--- config.mk ---
export PLATFORM = sky130hd
export DESIGN_NAME = char_matrix_transform_engine
export DESIGN_NICKNAME = d
export VERILOG_FILES = /design/src/rtl/cmte_pkg.sv /design/src/rtl/cmte_ctrl.sv /design/src/rtl/cmte_datapath.sv /design/src/rtl/char_matrix_transform_engine.sv
export SDC_FILE = /design/constraint.sdc
export NUM_CORES = 2
export LEC_CHECK = 0
export BUFFER_PORTS_ARGS = -buffer_cell sky130_fd_sc_hd__buf_2
export CELL_PAD_IN_SITES_DETAIL_PLACEMENT = 1
export CELL_PAD_IN_SITES_GLOBAL_PLACEMENT = 1
export CORE_ASPECT_RATIO = 1.25
export CORE_MARGIN = 3
export CORE_UTILIZATION = 55
export CTS_BUF_LIST = sky130_fd_sc_hd__clkbuf_2 sky130_fd_sc_hd__clkbuf_4 sky130_fd_sc_hd__clkbuf_8
export DETAILED_ROUTE_END_ITERATION = 16
export PLACE_DENSITY_LB_ADDON = 0.1
export RECOVER_POWER = 50
export SLEW_MARGIN = 20
export SYNTH_ARGS = -nofsm -noshare
export SYNTH_HDL_FRONTEND = slang
export SYNTH_SLANG_ARGS = --single-unit
--- constraint.sdc ---
create_clock -name clock -period 37.9 [get_ports clock]
set_input_delay 7.58 -clock clock [delete_from_list [all_inputs] [get_ports clock]]
set_output_delay 7.58 -clock clock [all_outputs]
set_load 0.005 [all_outputs]
--- src/rtl/cmte_pkg.sv ---
`default_nettype none
// ----------------------------------------------------------------------------
// Matrix transform engine package
// Shared sizes, command and status codes, and the control and status
// bundles passed between the controller and the datapath.
// ----------------------------------------------------------------------------
package cmte_pkg;

   localparam int DIM    = 16;
   localparam int IDX_W  = $clog2(DIM);
   localparam int CNT_W  = $clog2(DIM + 1);
   localparam int CELLS  = DIM * DIM;
   localparam int ADDR_W = $clog2(CELLS);
   localparam int CMD_W  = 4;
   localparam int DATA_W = 8;
   localparam int STAT_W = 2;

   typedef logic [IDX_W-1:0]  idx_type;
   typedef logic [CNT_W-1:0]  cnt_type;
   typedef logic [ADDR_W-1:0] addr_type;
   typedef logic [DATA_W-1:0] data_type;

   typedef enum logic [CMD_W-1:0] {
      CMD_SIZE      = 4'd0,
      CMD_WRITE     = 4'd1,
      CMD_READ      = 4'd2,
      CMD_SWAP_CELL = 4'd3,
      CMD_SWAP_ROW  = 4'd4,
      CMD_SWAP_COL  = 4'd5,
      CMD_REV_ROW   = 4'd6,
      CMD_REV_COL   = 4'd7,
      CMD_MIR_ROWS  = 4'd8,
      CMD_MIR_COLS  = 4'd9,
      CMD_ROTATE    = 4'd10,
      CMD_TRANSPOSE = 4'd11
   } cmd_type;

   typedef enum logic [STAT_W-1:0] {
      ST_DONE       = 2'd0,
      ST_RANGE      = 2'd1,
      ST_NOT_SQUARE = 2'd2
   } status_type;

   typedef struct packed {
      logic capture;
      logic decode;
      logic init_loop;
      logic next_pass;
      logic step_outer;
      logic step_inner;
      logic rd_a;
      logic rd_b;
      logic wr_a;
      logic wr_b;
      logic cp_rd;
      logic cp_wr;
      logic swap_dims;
   } ctl_type;

   typedef struct packed {
      logic err;
      logic is_loop;
      logic is_rotate;
      logic outer_done;
      logic inner_done;
      logic pass1;
   } stat_type;

   function automatic addr_type cell_addr(input idx_type r, input idx_type c);
      return ADDR_W'(ADDR_W'(r) * ADDR_W'(DIM) + ADDR_W'(c));
   endfunction

endpackage
`default_nettype wire

--- src/rtl/cmte_ctrl.sv ---
`default_nettype none
// ----------------------------------------------------------------------------
// Matrix transform controller
// Sequences decode, cell swap loops, rotate copy passes and the response.
// ----------------------------------------------------------------------------
module cmte_ctrl
   import cmte_pkg::*;
(
   input  wire logic     clock,
   input  wire logic     reset,
   input  wire logic     start,
   input  wire stat_type stat,
   output ctl_type       ctl,
   output logic          busy,
   output logic          rsp_strobe
);

   typedef enum logic [9:0] {
      S_IDLE   = 10'b0000000001,
      S_DECODE = 10'b0000000010,
      S_LOOP   = 10'b0000000100,
      S_RD_A   = 10'b0000001000,
      S_RD_B   = 10'b0000010000,
      S_WR_A   = 10'b0000100000,
      S_WR_B   = 10'b0001000000,
      S_CP_RD  = 10'b0010000000,
      S_CP_WR  = 10'b0100000000,
      S_RESP   = 10'b1000000000
   } state_type;

   state_type state_ff, state_in;

   always_comb begin
      state_in = state_ff;
      ctl      = '0;
      case (state_ff)
         S_IDLE: begin
            if (start) begin
               ctl.capture = 1'b1;
               state_in    = S_DECODE;
            end
         end
         S_DECODE: begin
            ctl.decode = 1'b1;
            if (!stat.err && stat.is_loop) begin
               ctl.init_loop = 1'b1;
               state_in      = S_LOOP;
            end else begin
               state_in = S_RESP;
            end
         end
         S_LOOP: begin
            if (stat.outer_done) begin
               if (stat.is_rotate && !stat.pass1) begin
                  ctl.next_pass = 1'b1;
               end else begin
                  ctl.swap_dims = stat.is_rotate;
                  state_in      = S_RESP;
               end
            end else if (stat.inner_done) begin
               ctl.step_outer = 1'b1;
            end else begin
               state_in = stat.is_rotate ? S_CP_RD : S_RD_A;
            end
         end
         S_RD_A: begin
            ctl.rd_a = 1'b1;
            state_in = S_RD_B;
         end
         S_RD_B: begin
            ctl.rd_b = 1'b1;
            state_in = S_WR_A;
         end
         S_WR_A: begin
            ctl.wr_a = 1'b1;
            state_in = S_WR_B;
         end
         S_WR_B: begin
            ctl.wr_b       = 1'b1;
            ctl.step_inner = 1'b1;
            state_in       = S_LOOP;
         end
         S_CP_RD: begin
            ctl.cp_rd = 1'b1;
            state_in  = S_CP_WR;
         end
         S_CP_WR: begin
            ctl.cp_wr      = 1'b1;
            ctl.step_inner = 1'b1;
            state_in       = S_LOOP;
         end
         S_RESP: begin
            state_in = S_IDLE;
         end
         default: begin
            state_in = S_IDLE;
         end
      endcase
   end

   always_ff @(posedge clock) begin
      if (reset) begin
         state_ff <= S_IDLE;
      end else begin
         state_ff <= state_in;
      end
   end

   assign busy       = (state_ff != S_IDLE);
   assign rsp_strobe = (state_ff == S_RESP);

endmodule
`default_nettype wire

--- src/rtl/cmte_datapath.sv ---
`default_nettype none
// ----------------------------------------------------------------------------
// Matrix transform datapath
// Holds the cell and scratch memories, the size registers, the loop
// counters and the address generation for every command.
// ----------------------------------------------------------------------------
module cmte_datapath
   import cmte_pkg::*;
(
   input  wire logic              clock,
   input  wire logic              reset,
   input  wire ctl_type           ctl,
   input  wire logic [CMD_W-1:0]  req_cmd,
   input  wire logic [IDX_W-1:0]  req_row_a,
   input  wire logic [IDX_W-1:0]  req_col_a,
   input  wire logic [IDX_W-1:0]  req_row_b,
   input  wire logic [IDX_W-1:0]  req_col_b,
   input  wire logic [CNT_W-1:0]  req_new_rows,
   input  wire logic [CNT_W-1:0]  req_new_cols,
   input  wire logic [DATA_W-1:0] req_cell_value,
   output stat_type               stat,
   output logic [STAT_W-1:0]      rsp_status,
   output logic [DATA_W-1:0]      rsp_read_value,
   output logic [CNT_W-1:0]       rsp_rows_now,
   output logic [CNT_W-1:0]       rsp_cols_now
);

   data_type   cell_mem [CELLS];
   data_type   scratch_mem [CELLS];

   cmd_type    cmd_ff;
   idx_type    ra_ff, ca_ff, rb_ff, cb_ff;
   cnt_type    nr_ff, nc_ff;
   data_type   val_ff;
   status_type status_ff, status_now;
   cnt_type    rows_ff, rows_in, cols_ff, cols_in;
   cnt_type    o_ff, o_in, i_ff, i_in;
   logic       pass_ff, pass_in;
   data_type   cell_rd_ff, scratch_rd_ff, da_ff;

   cnt_type    outer_lim, inner_lim;
   idx_type    oi, ii, rm_i, cm_i;
   addr_type   addr_a, addr_b, cell_raddr, cell_waddr;
   data_type   cell_wdata;
   logic       cell_we, scratch_we;
   logic       ra_ok, ca_ok, rb_ok, cb_ok;

   assign ra_ok = cnt_type'(ra_ff) < rows_ff;
   assign rb_ok = cnt_type'(rb_ff) < rows_ff;
   assign ca_ok = cnt_type'(ca_ff) < cols_ff;
   assign cb_ok = cnt_type'(cb_ff) < cols_ff;

   always_comb begin
      status_now = ST_DONE;
      case (cmd_ff)
         CMD_SIZE: begin
            if (nr_ff > cnt_type'(DIM) || nc_ff > cnt_type'(DIM)) status_now = ST_RANGE;
         end
         CMD_WRITE, CMD_READ: begin
            if (!(ra_ok && ca_ok)) status_now = ST_RANGE;
         end
         CMD_SWAP_CELL: begin
            if (!(ra_ok && ca_ok && rb_ok && cb_ok)) status_now = ST_RANGE;
         end
         CMD_SWAP_ROW: begin
            if (!(ra_ok && rb_ok)) status_now = ST_RANGE;
         end
         CMD_SWAP_COL: begin
            if (!(ca_ok && cb_ok)) status_now = ST_RANGE;
         end
         CMD_REV_ROW: begin
            if (!ra_ok) status_now = ST_RANGE;
         end
         CMD_REV_COL: begin
            if (!ca_ok) status_now = ST_RANGE;
         end
         CMD_MIR_ROWS, CMD_MIR_COLS, CMD_ROTATE: begin
            status_now = ST_DONE;
         end
         CMD_TRANSPOSE: begin
            if (rows_ff != cols_ff) status_now = ST_NOT_SQUARE;
         end
         default: begin
            status_now = ST_RANGE;
         end
      endcase
   end

   assign oi   = o_ff[IDX_W-1:0];
   assign ii   = i_ff[IDX_W-1:0];
   assign rm_i = idx_type'(rows_ff - cnt_type'(1) - i_ff);
   assign cm_i = idx_type'(cols_ff - cnt_type'(1) - i_ff);

   always_comb begin
      outer_lim = cnt_type'(1);
      inner_lim = cnt_type'(1);
      addr_a    = cell_addr(ra_ff, ca_ff);
      addr_b    = cell_addr(rb_ff, cb_ff);
      case (cmd_ff)
         CMD_SWAP_ROW: begin
            inner_lim = cols_ff;
            addr_a    = cell_addr(ra_ff, ii);
            addr_b    = cell_addr(rb_ff, ii);
         end
         CMD_SWAP_COL: begin
            inner_lim = rows_ff;
            addr_a    = cell_addr(ii, ca_ff);
            addr_b    = cell_addr(ii, cb_ff);
         end
         CMD_REV_ROW: begin
            inner_lim = cols_ff >> 1;
            addr_a    = cell_addr(ra_ff, ii);
            addr_b    = cell_addr(ra_ff, cm_i);
         end
         CMD_REV_COL: begin
            inner_lim = rows_ff >> 1;
            addr_a    = cell_addr(ii, ca_ff);
            addr_b    = cell_addr(rm_i, ca_ff);
         end
         CMD_MIR_ROWS: begin
            outer_lim = rows_ff;
            inner_lim = cols_ff >> 1;
            addr_a    = cell_addr(oi, ii);
            addr_b    = cell_addr(oi, cm_i);
         end
         CMD_MIR_COLS: begin
            outer_lim = cols_ff;
            inner_lim = rows_ff >> 1;
            addr_a    = cell_addr(ii, oi);
            addr_b    = cell_addr(rm_i, oi);
         end
         CMD_ROTATE: begin
            outer_lim = cols_ff;
            inner_lim = rows_ff;
            addr_a    = cell_addr(rm_i, oi);
            addr_b    = cell_addr(oi, ii);
         end
         CMD_TRANSPOSE: begin
            outer_lim = rows_ff;
            inner_lim = cols_ff;
            addr_a    = cell_addr(oi, ii);
            addr_b    = cell_addr(ii, oi);
         end
         default: begin
            outer_lim = cnt_type'(1);
         end
      endcase
   end

   assign stat.err        = (status_now != ST_DONE);
   assign stat.is_loop    = (cmd_ff >= CMD_SWAP_CELL) && (cmd_ff <= CMD_TRANSPOSE);
   assign stat.is_rotate  = (cmd_ff == CMD_ROTATE);
   assign stat.outer_done = (o_ff >= outer_lim);
   assign stat.inner_done = (i_ff >= inner_lim);
   assign stat.pass1      = pass_ff;

   always_comb begin
      o_in    = o_ff;
      i_in    = i_ff;
      pass_in = pass_ff;
      if (ctl.init_loop || ctl.next_pass) begin
         o_in    = '0;
         i_in    = (cmd_ff == CMD_TRANSPOSE) ? cnt_type'(1) : '0;
         pass_in = ctl.next_pass;
      end else if (ctl.step_outer) begin
         o_in = o_ff + cnt_type'(1);
         i_in = (cmd_ff == CMD_TRANSPOSE) ? o_ff + cnt_type'(2) : '0;
      end else if (ctl.step_inner) begin
         i_in = i_ff + cnt_type'(1);
      end
   end

   always_comb begin
      rows_in = rows_ff;
      cols_in = cols_ff;
      if (ctl.decode && cmd_ff == CMD_SIZE && status_now == ST_DONE) begin
         rows_in = nr_ff;
         cols_in = nc_ff;
      end else if (ctl.swap_dims) begin
         rows_in = cols_ff;
         cols_in = rows_ff;
      end
   end

   always_ff @(posedge clock) begin
      if (reset) begin
         rows_ff <= '0;
         cols_ff <= '0;
         o_ff    <= '0;
         i_ff    <= '0;
         pass_ff <= 1'b0;
      end else begin
         rows_ff <= rows_in;
         cols_ff <= cols_in;
         o_ff    <= o_in;
         i_ff    <= i_in;
         pass_ff <= pass_in;
      end
   end

   always_ff @(posedge clock) begin
      if (ctl.capture) begin
         cmd_ff <= cmd_type'(req_cmd);
         ra_ff  <= req_row_a;
         ca_ff  <= req_col_a;
         rb_ff  <= req_row_b;
         cb_ff  <= req_col_b;
         nr_ff  <= req_new_rows;
         nc_ff  <= req_new_cols;
         val_ff <= req_cell_value;
      end
      if (ctl.decode) begin
         status_ff <= status_now;
      end
      if (ctl.rd_b) begin
         da_ff <= cell_rd_ff;
      end
   end

   always_comb begin
      cell_raddr = addr_a;
      if (ctl.decode) begin
         cell_raddr = cell_addr(ra_ff, ca_ff);
      end else if (ctl.rd_b) begin
         cell_raddr = addr_b;
      end else if (ctl.rd_a || ctl.cp_rd) begin
         cell_raddr = addr_a;
      end
   end

   always_comb begin
      cell_we    = 1'b0;
      cell_waddr = addr_b;
      cell_wdata = da_ff;
      scratch_we = ctl.cp_wr && !pass_ff;
      if (ctl.decode && cmd_ff == CMD_WRITE && status_now == ST_DONE) begin
         cell_we    = 1'b1;
         cell_waddr = cell_addr(ra_ff, ca_ff);
         cell_wdata = val_ff;
      end else if (ctl.wr_a) begin
         cell_we    = 1'b1;
         cell_waddr = addr_a;
         cell_wdata = cell_rd_ff;
      end else if (ctl.wr_b) begin
         cell_we = 1'b1;
      end else if (ctl.cp_wr && pass_ff) begin
         cell_we    = 1'b1;
         cell_wdata = scratch_rd_ff;
      end
   end

   always_ff @(posedge clock) begin
      if (cell_we) begin
         cell_mem[cell_waddr] <= cell_wdata;
      end
      cell_rd_ff <= cell_mem[cell_raddr];
   end

   always_ff @(posedge clock) begin
      if (scratch_we) begin
         scratch_mem[addr_b] <= cell_rd_ff;
      end
      scratch_rd_ff <= scratch_mem[addr_b];
   end

   assign rsp_status     = status_ff;
   assign rsp_read_value = (cmd_ff == CMD_READ && status_ff == ST_DONE) ? cell_rd_ff : '0;
   assign rsp_rows_now   = rows_ff;
   assign rsp_cols_now   = cols_ff;

endmodule
`default_nettype wire

--- src/rtl/char_matrix_transform_engine.sv ---
`default_nettype none
// Size, write, read and rejected commands go from start through decode to the strobe.
// Swap, reverse, mirror and transpose loop over cell pairs (read A, read B, write A,
// write B), stepping an outer pass (rows or columns for a mirror or transpose, else one).
// Rotate copies every cell to scratch and back in two passes through one memory read port.
// One item at a time: busy is high from the accepting edge until the strobe cycle ends.
// The receiver cannot stall the one-cycle strobe; reset zeroes the counts, not the cells.
// ----------------------------------------------------------------------------
// Matrix transform engine
// Top level joining the command controller and the matrix datapath.
// ----------------------------------------------------------------------------
module char_matrix_transform_engine
   import cmte_pkg::*;
(
   input  wire logic              clock,
   input  wire logic              reset,
   input  wire logic              start,
   output logic                   busy,
   input  wire logic [CMD_W-1:0]  req_cmd,
   input  wire logic [IDX_W-1:0]  req_row_a,
   input  wire logic [IDX_W-1:0]  req_col_a,
   input  wire logic [IDX_W-1:0]  req_row_b,
   input  wire logic [IDX_W-1:0]  req_col_b,
   input  wire logic [CNT_W-1:0]  req_new_rows,
   input  wire logic [CNT_W-1:0]  req_new_cols,
   input  wire logic [DATA_W-1:0] req_cell_value,
   output logic                   rsp_strobe,
   output logic [STAT_W-1:0]      rsp_status,
   output logic [DATA_W-1:0]      rsp_read_value,
   output logic [CNT_W-1:0]       rsp_rows_now,
   output logic [CNT_W-1:0]       rsp_cols_now
);

   ctl_type  ctl;
   stat_type stat;

   cmte_ctrl u_ctrl (
      .clock      (clock),
      .reset      (reset),
      .start      (start),
      .stat       (stat),
      .ctl        (ctl),
      .busy       (busy),
      .rsp_strobe (rsp_strobe)
   );

   cmte_datapath u_datapath (
      .clock          (clock),
      .reset          (reset),
      .ctl            (ctl),
      .req_cmd        (req_cmd),
      .req_row_a      (req_row_a),
      .req_col_a      (req_col_a),
      .req_row_b      (req_row_b),
      .req_col_b      (req_col_b),
      .req_new_rows   (req_new_rows),
      .req_new_cols   (req_new_cols),
      .req_cell_value (req_cell_value),
      .stat           (stat),
      .rsp_status     (rsp_status),
      .rsp_read_value (rsp_read_value),
      .rsp_rows_now   (rsp_rows_now),
      .rsp_cols_now   (rsp_cols_now)
   );

   a_accept_busy: assert property (@(posedge clock) disable iff (reset)
      start && !busy |=> busy && !rsp_strobe)
      else $error("accepted item did not raise busy");

   a_strobe_single: assert property (@(posedge clock) disable iff (reset)
      rsp_strobe |=> !rsp_strobe && !busy)
      else $error("result strobe longer than one cycle");

   a_status_code: assert property (@(posedge clock) disable iff (reset)
      rsp_strobe |-> rsp_status != 2'd3)
      else $error("undefined status code");

   a_counts_range: assert property (@(posedge clock) disable iff (reset)
      rsp_strobe |-> rsp_rows_now <= CNT_W'(DIM) && rsp_cols_now <= CNT_W'(DIM))
      else $error("matrix count above limit");

endmodule
`default_nettype wire

==> After elaboration in Yosys (flattened, before gate mapping) <==
Memories as Yosys holds them, arrays and structs flattened. A register that Yosys moved wholly into a read port is not among the register bits.
Cells that the tools add are included.
{ "op_classes": {"add_sub_neg": 19, "mul": 0, "div": 0, "n_lt_le_gt_ge": 10, "n_eq_ne": 26, "shift": 0, "n_mux": 63, "bitwise": 0, "n_reduce_logical": 38} }
{ "op_table": {"columns": ["operator", "count"], "rows": [
  ["adder 8 x 4 -> 8 bit", 12],
  ["2-to-1 mux 8 bit", 10],
  ["one-hot mux 10 bit (8 select lines)", 1],
  ["one-hot mux 8 bit (8 select lines)", 1],
  ["2-to-1 mux 10 bit", 5],
  ["2-to-1 mux 5 bit", 8],
  ["one-hot mux 8 bit (5 select lines)", 1],
  ["2-to-1 mux 1 bit", 31],
  ["OR reduction 2 bit", 11],
  ["less-than comparator 4 x 5 -> 1 bit", 4],
  ["one-hot mux 5 bit (4 select lines)", 1],
  ["one-hot mux 2 bit (9 select lines)", 1],
  ["equality test 4 x 3 -> 1 bit (second input constant)", 4],
  ["equality test 4 bit (second input constant)", 4],
  ["logical AND 1 bit", 15],
  ["adder 5 x 1 -> 5 bit (second input constant)", 2],
  ["equality test 10 x 1 -> 1 bit (second input constant)", 1],
  ["equality test 10 bit (second input constant)", 1],
  ["equality test 10 x 2 -> 1 bit (second input constant)", 1],
  ["equality test 10 x 3 -> 1 bit (second input constant)", 1],
  ["equality test 10 x 4 -> 1 bit (second input constant)", 1],
  ["equality test 10 x 5 -> 1 bit (second input constant)", 1],
  ["equality test 10 x 6 -> 1 bit (second input constant)", 1],
  ["equality test 10 x 7 -> 1 bit (second input constant)", 1],
  ["25 further kinds", 37]
]} }
{ "word_totals": {"regBits": 79, "latchBits": 0, "mem_bits_rw": 4096, "mem_bits_ro": 0, "out_inout_bits": 22, "word_cells": 174, "memories": 2} }
{ "mem_list": {"columns": ["memory", "words", "width", "read_ports", "rd_ports_with_merged_regs", "write_ports", "line", "text"], "rows": [
  ["u_datapath.cell_mem", 256, 8, 1, 1, 1, "cmte_datapath.sv:28", "data_type cell_mem [CELLS];"],
  ["u_datapath.scratch_mem", 256, 8, 1, 1, 1, "cmte_datapath.sv:29", "data_type scratch_mem [CELLS];"]
]} }

==> Logic depth before layout (Yosys ltp) <==
{ "depth": {"ltp_word": 16, "depth_mapped": 21, "depth_no_buf": 18} }

==> Hierarchy <==
From an unflattened synthesis, not the netlist that was laid out.
{ "unflattened": {"hier_cells": 13272, "area_unflattened_um2": 173406.3} }
{ "by_module_without_submodules": {"columns": ["module", "n_inst", "cells_each", "area_per_inst_um2"], "rows": [
  ["cmte_datapath", 1, 13191, 172744.4],
  ["cmte_ctrl", 1, 81, 661.9]
]} }

==> Worst setup path before layout <==
Ideal clock, no wire load.
{ "synth_timing": {"path_kind": "reg-to-reg", "startpoint": "reg u_datapath.cell_rd_ff[6], read port of u_datapath.cell_mem", "endpoint": "mem u_datapath.cell_mem[0][6] (netlist bit), data pin", "t_arrival_ns": 13.870, "t_required_ns": 35.711, "setup_slack_ns": 21.842, "path_stages_with_launch": 3, "cell_sequence": "dfxtp_1 > o21ai_0 > o21ai_0"} }
{ "synth_via": {"elab_chain_len": 2} }
{ "synth_rtl": {"columns": ["item", "line", "text"], "rows": [
  ["start, declared", "cmte_datapath.sv:39", "data_type cell_rd_ff, scratch_rd_ff, da_ff;"],
  ["2-to-1 mux 8 bit", "cmte_datapath.sv:240", "end else if (ctl.wr_a) begin"],
  ["2-to-1 mux 8 bit", "cmte_datapath.sv:236", "if (ctl.decode && cmd_ff == CMD_WRITE && status_now == ST_DONE) begin"],
  ["net u_datapath.cell_wdata[6]", "cmte_datapath.sv:44", "data_type cell_wdata;"],
  ["end, declared", "cmte_datapath.sv:28", null]
]} }
The timed path passes the listed nets, and every way through them passes these cells.

==> Worst setup path in the final report <==
{ "layout_timing": {"startpoint": "reg u_datapath.cmd_ff[2]", "endpoint": "mem u_datapath.scratch_mem[111][3] (netlist bit) (enable)"} }
{ "layout_via": {"elab_chain_len": 2} }
{ "layout_rtl": {"columns": ["item", "line", "text"], "rows": [
  ["start, declared", "cmte_datapath.sv:31", "cmd_type cmd_ff;"],
  ["start signal, assigned", "cmte_datapath.sv:203", "cmd_ff <= cmd_type'(req_cmd);"],
  ["equality test 4 bit, or another cell as far along", "cmte_datapath.sv:99", "case (cmd_ff)"],
  ["one-hot mux 8 bit (8 select lines) *", "cmte_datapath.sv:99", null],
  ["end, declared", "cmte_datapath.sv:29", null]
]} }
Every way passes the cells marked *; elsewhere a longest branch is shown, timed or not.

==> metrics.txt <==
outcome=finished with violations; violated checks=max-capacitance violations, max-slew violations; Core ar.=306,500 sq um; die extent in x=502.8 um; worst hold stages=2; leakage dissipation=roughly 62 nW; hold path start=u_ctrl.state_ff[7]$_SDFFE_PP0P_; largest buffer count on any clock path=4; Initial DRC Count=roughly 12,000; CP Max Fanout=124; worst hold path type=reg2reg; final worst slack=20.74 ns; Hold WS=0.5546 ns; #FFs+latches synth=4,191; clock share of power=0.335; Port Buffer Count=62; Synth Flop Type=edfxtp_1; Rows=227; top-area cell type share of the netlist area=0.7333; Max Freq=58.28 MHz; TritonCTS Buffers=~650; share of layout cells above drive strength 1=0.1133; full die area=315,300 sq um; Seq/Total Area, Yosys=0.7388; Sink Count=4,191; Crit Path Class=reg2reg; die height=627.0 um; syn nets=12,270; Flop pwr share=0.496; max-slew violations=4,538; routed length per instance=about 31 um; clk_skew=0.06466 ns; commonest non-fill, non-tap cell in the layout=edfxtp_1; startpoint class of the critical path=flip-flop; Synthesis Warnings=0; Area Growth Syn to Fin=9.407%; number of gates given a new drive strength after cts=0; top cells by area, synth=edfxtp_1 (73%), nand2_1 (6.2%), nand3_1 (4.2%), mux2i_1 (2.6%), mux4_2 (1.9%); CTS tree=done; setup TNS=0 ns; Via density=6.435; number of enable flip-flop cells after synthesis=4,144; most frequent cells in the layout=edfxtp_1 (4,144), nand2_1 (2,780), nand3_1 (1,413); Clock Root Buffer=clkbuf_8; Remaining DRCs=0; drt pass-1 iters=8; Initial Util=0.5538; final period utilization=0.4528; Total Routing Usage GR=0.3276; gpl congestion=0.9485; Switching Share=0.2966; Tmin final=17.16 ns; RSZ-0062 raised after global routing=false; clk slew on worst S/H paths=about 0.06 ns; final setup vio count=0; initial antenna violation count=16; dpl ws=28.43 ns; antenna-violating nets left=0; clock latency on the worst-skew pair=1.10 ns; Synth Instances=12,190; GRT overflow=0; CP arrival=17.80 ns; largest net degree at the start of global routing=approximately 180; FF-to-FF path depth=12; post-CTS setup buffers=0; Top Ports=63; GR Layer Usage met1=0.4074; Via Count=108,100; worst setup path startpoint=u_datapath.cmd_ff[2]$_DFFE_PP_; combinational share of power=0.169; vias in the first global route=113,300; Mapped Area=approximately 170,000 sq um; GR Util met3=0.04747; H-tree depth=6; Yosys cell types=94; relative max-transition margin=-5.103; hold_buf cts=0; met2 usage=0.5508; Top Usage Layer GRT=met2; Final Hold Violating Endpoints=0; largest area contributor in the netlist=edfxtp_1; reg-to-reg startpoint=u_datapath.cmd_ff[2]$_DFFE_PP_; Post-Route WL=522.0 mm; Worst Setup End Kind=flip-flop; Final #Nets=12,350; pwr dens=roughly 60 nW/um^2; worst endpoint required time=38.54 ns; worst slew pin tran=slightly above 9 ns; first-pass GRT wire length=762.1 mm; internal power=around 8 mW; VDD IR max=0.06770 mV; Syn Area/Cell=13.92 sq um; Switching Power=3.307 mW; ys async rst share=0; Post-DP HPWL=~310 mm; Final Power=11.15 mW; max-cap viol count=69
-- synth_stat cells (130+ instances only) --
cell,count
nand3_1,1419
edfxtp_1,4144
clkbuf_1,420
buf_2,227
and3_1,206
a311oi_1,297
mux2i_1,439
buf_1,162
a32oi_1,130
nor2_1,607
mux4_2,142
nand2_1,2785
-- kinds of logic after synthesis --
| logic type | share of synthesized area |
|---|---|
| buffers and inverters | 0.02353 |
| XOR/XNOR | 0.001106 |
| adder cells (fa/ha/maj) | 0.002964 |
| multiplexers | 0.04553 |
| AO/OA/AOI/OAI | 0.05351 |
| AND/OR/NAND/NOR | 0.1345 |
| flip-flops | 0.7388 |
-- per-layer routing --
metal,wire [um],vias up
met5,72,-
met4,33260,10
met3,33720,1270
met2,260300,4652
met1,194700,56010
li1,-,46170
-- metrics by stage --
stage / cells / util / cell area (sq um)
global route: 16790 / 0.6058 / 185600
detailed placement: 15620 / 0.5664 / 173600
CTS: 16770 / 0.6072 / 186100
floorplan: 12190 / - / 169700
finish: 16800 / 0.6058 / 185700
global placement: 15620 / 0.5664 / 173600
-- state kept, by name, summed over array words and instances, names as in the netlist, 8 cells and up --
register and cells:
u_datapath.scratch_mem 2048, u_datapath.cell_rd_ff 8, u_datapath.da_ff 8, u_datapath.scratch_rd_ff 8, u_datapath.cell_mem 2048, u_ctrl.state_ff 10
u_datapath.val_ff 8
-- power groups by stage --
stage                     sequential [mW]  combinational (mW)  clock, mW
after floorplan                      5.73               0.932          0
after global placement               5.55                1.80          0
after detailed placement             5.55                1.87          0
after CTS                            5.46                1.87       3.77
after global routing                 5.54                1.99       3.97
final                                5.53                1.88       3.73
-- final cells by class --
| class | instances | area (sq um) |
|---|---|---|
| fill | 28840 | 120800 |
| inverter | 26 | 98.84 |
| clock inverter | 304 | 1899 |
| timing repair buffer | 282 | 1947 |
| antenna | 26 | 65.06 |
| sequential | 4191 | 125400 |
| clock buffer | 852 | 10580 |
| tap | 4007 | 5014 |
| multi-input combinational | 7113 | 40690 |
-- worst paths after layout --
kind / slack [ns] / to
setup / recovery: 20.74 / u_datapath.scratch_mem[111][3]$_DFFE_PP_
hold / removal: 0.55 / u_ctrl.state_ff[8]$_SDFFE_PP0P_
setup reg to reg: 20.74 / u_datapath.scratch_mem[111][3]$_DFFE_PP_
hold reg to reg: 0.55 / u_ctrl.state_ff[8]$_SDFFE_PP0P_
-- worst max-delay path, stage by stage (launching register included) --
cell,delay (ns)
edfxtp_1,0.41
inv_1,0.11
ha_1,0.20
clkbuf_1,0.52
mux2i_1,0.62
o22ai_1,0.26
a221oi_4,0.26
clkbuf_1,5.75
clkbuf_1,4.60
nor2_1,0.69
nand2_1,1.26
clkbuf_1,1.20
nor2_1,0.62
No activity file was read; power rests on OpenSTA's default activity.
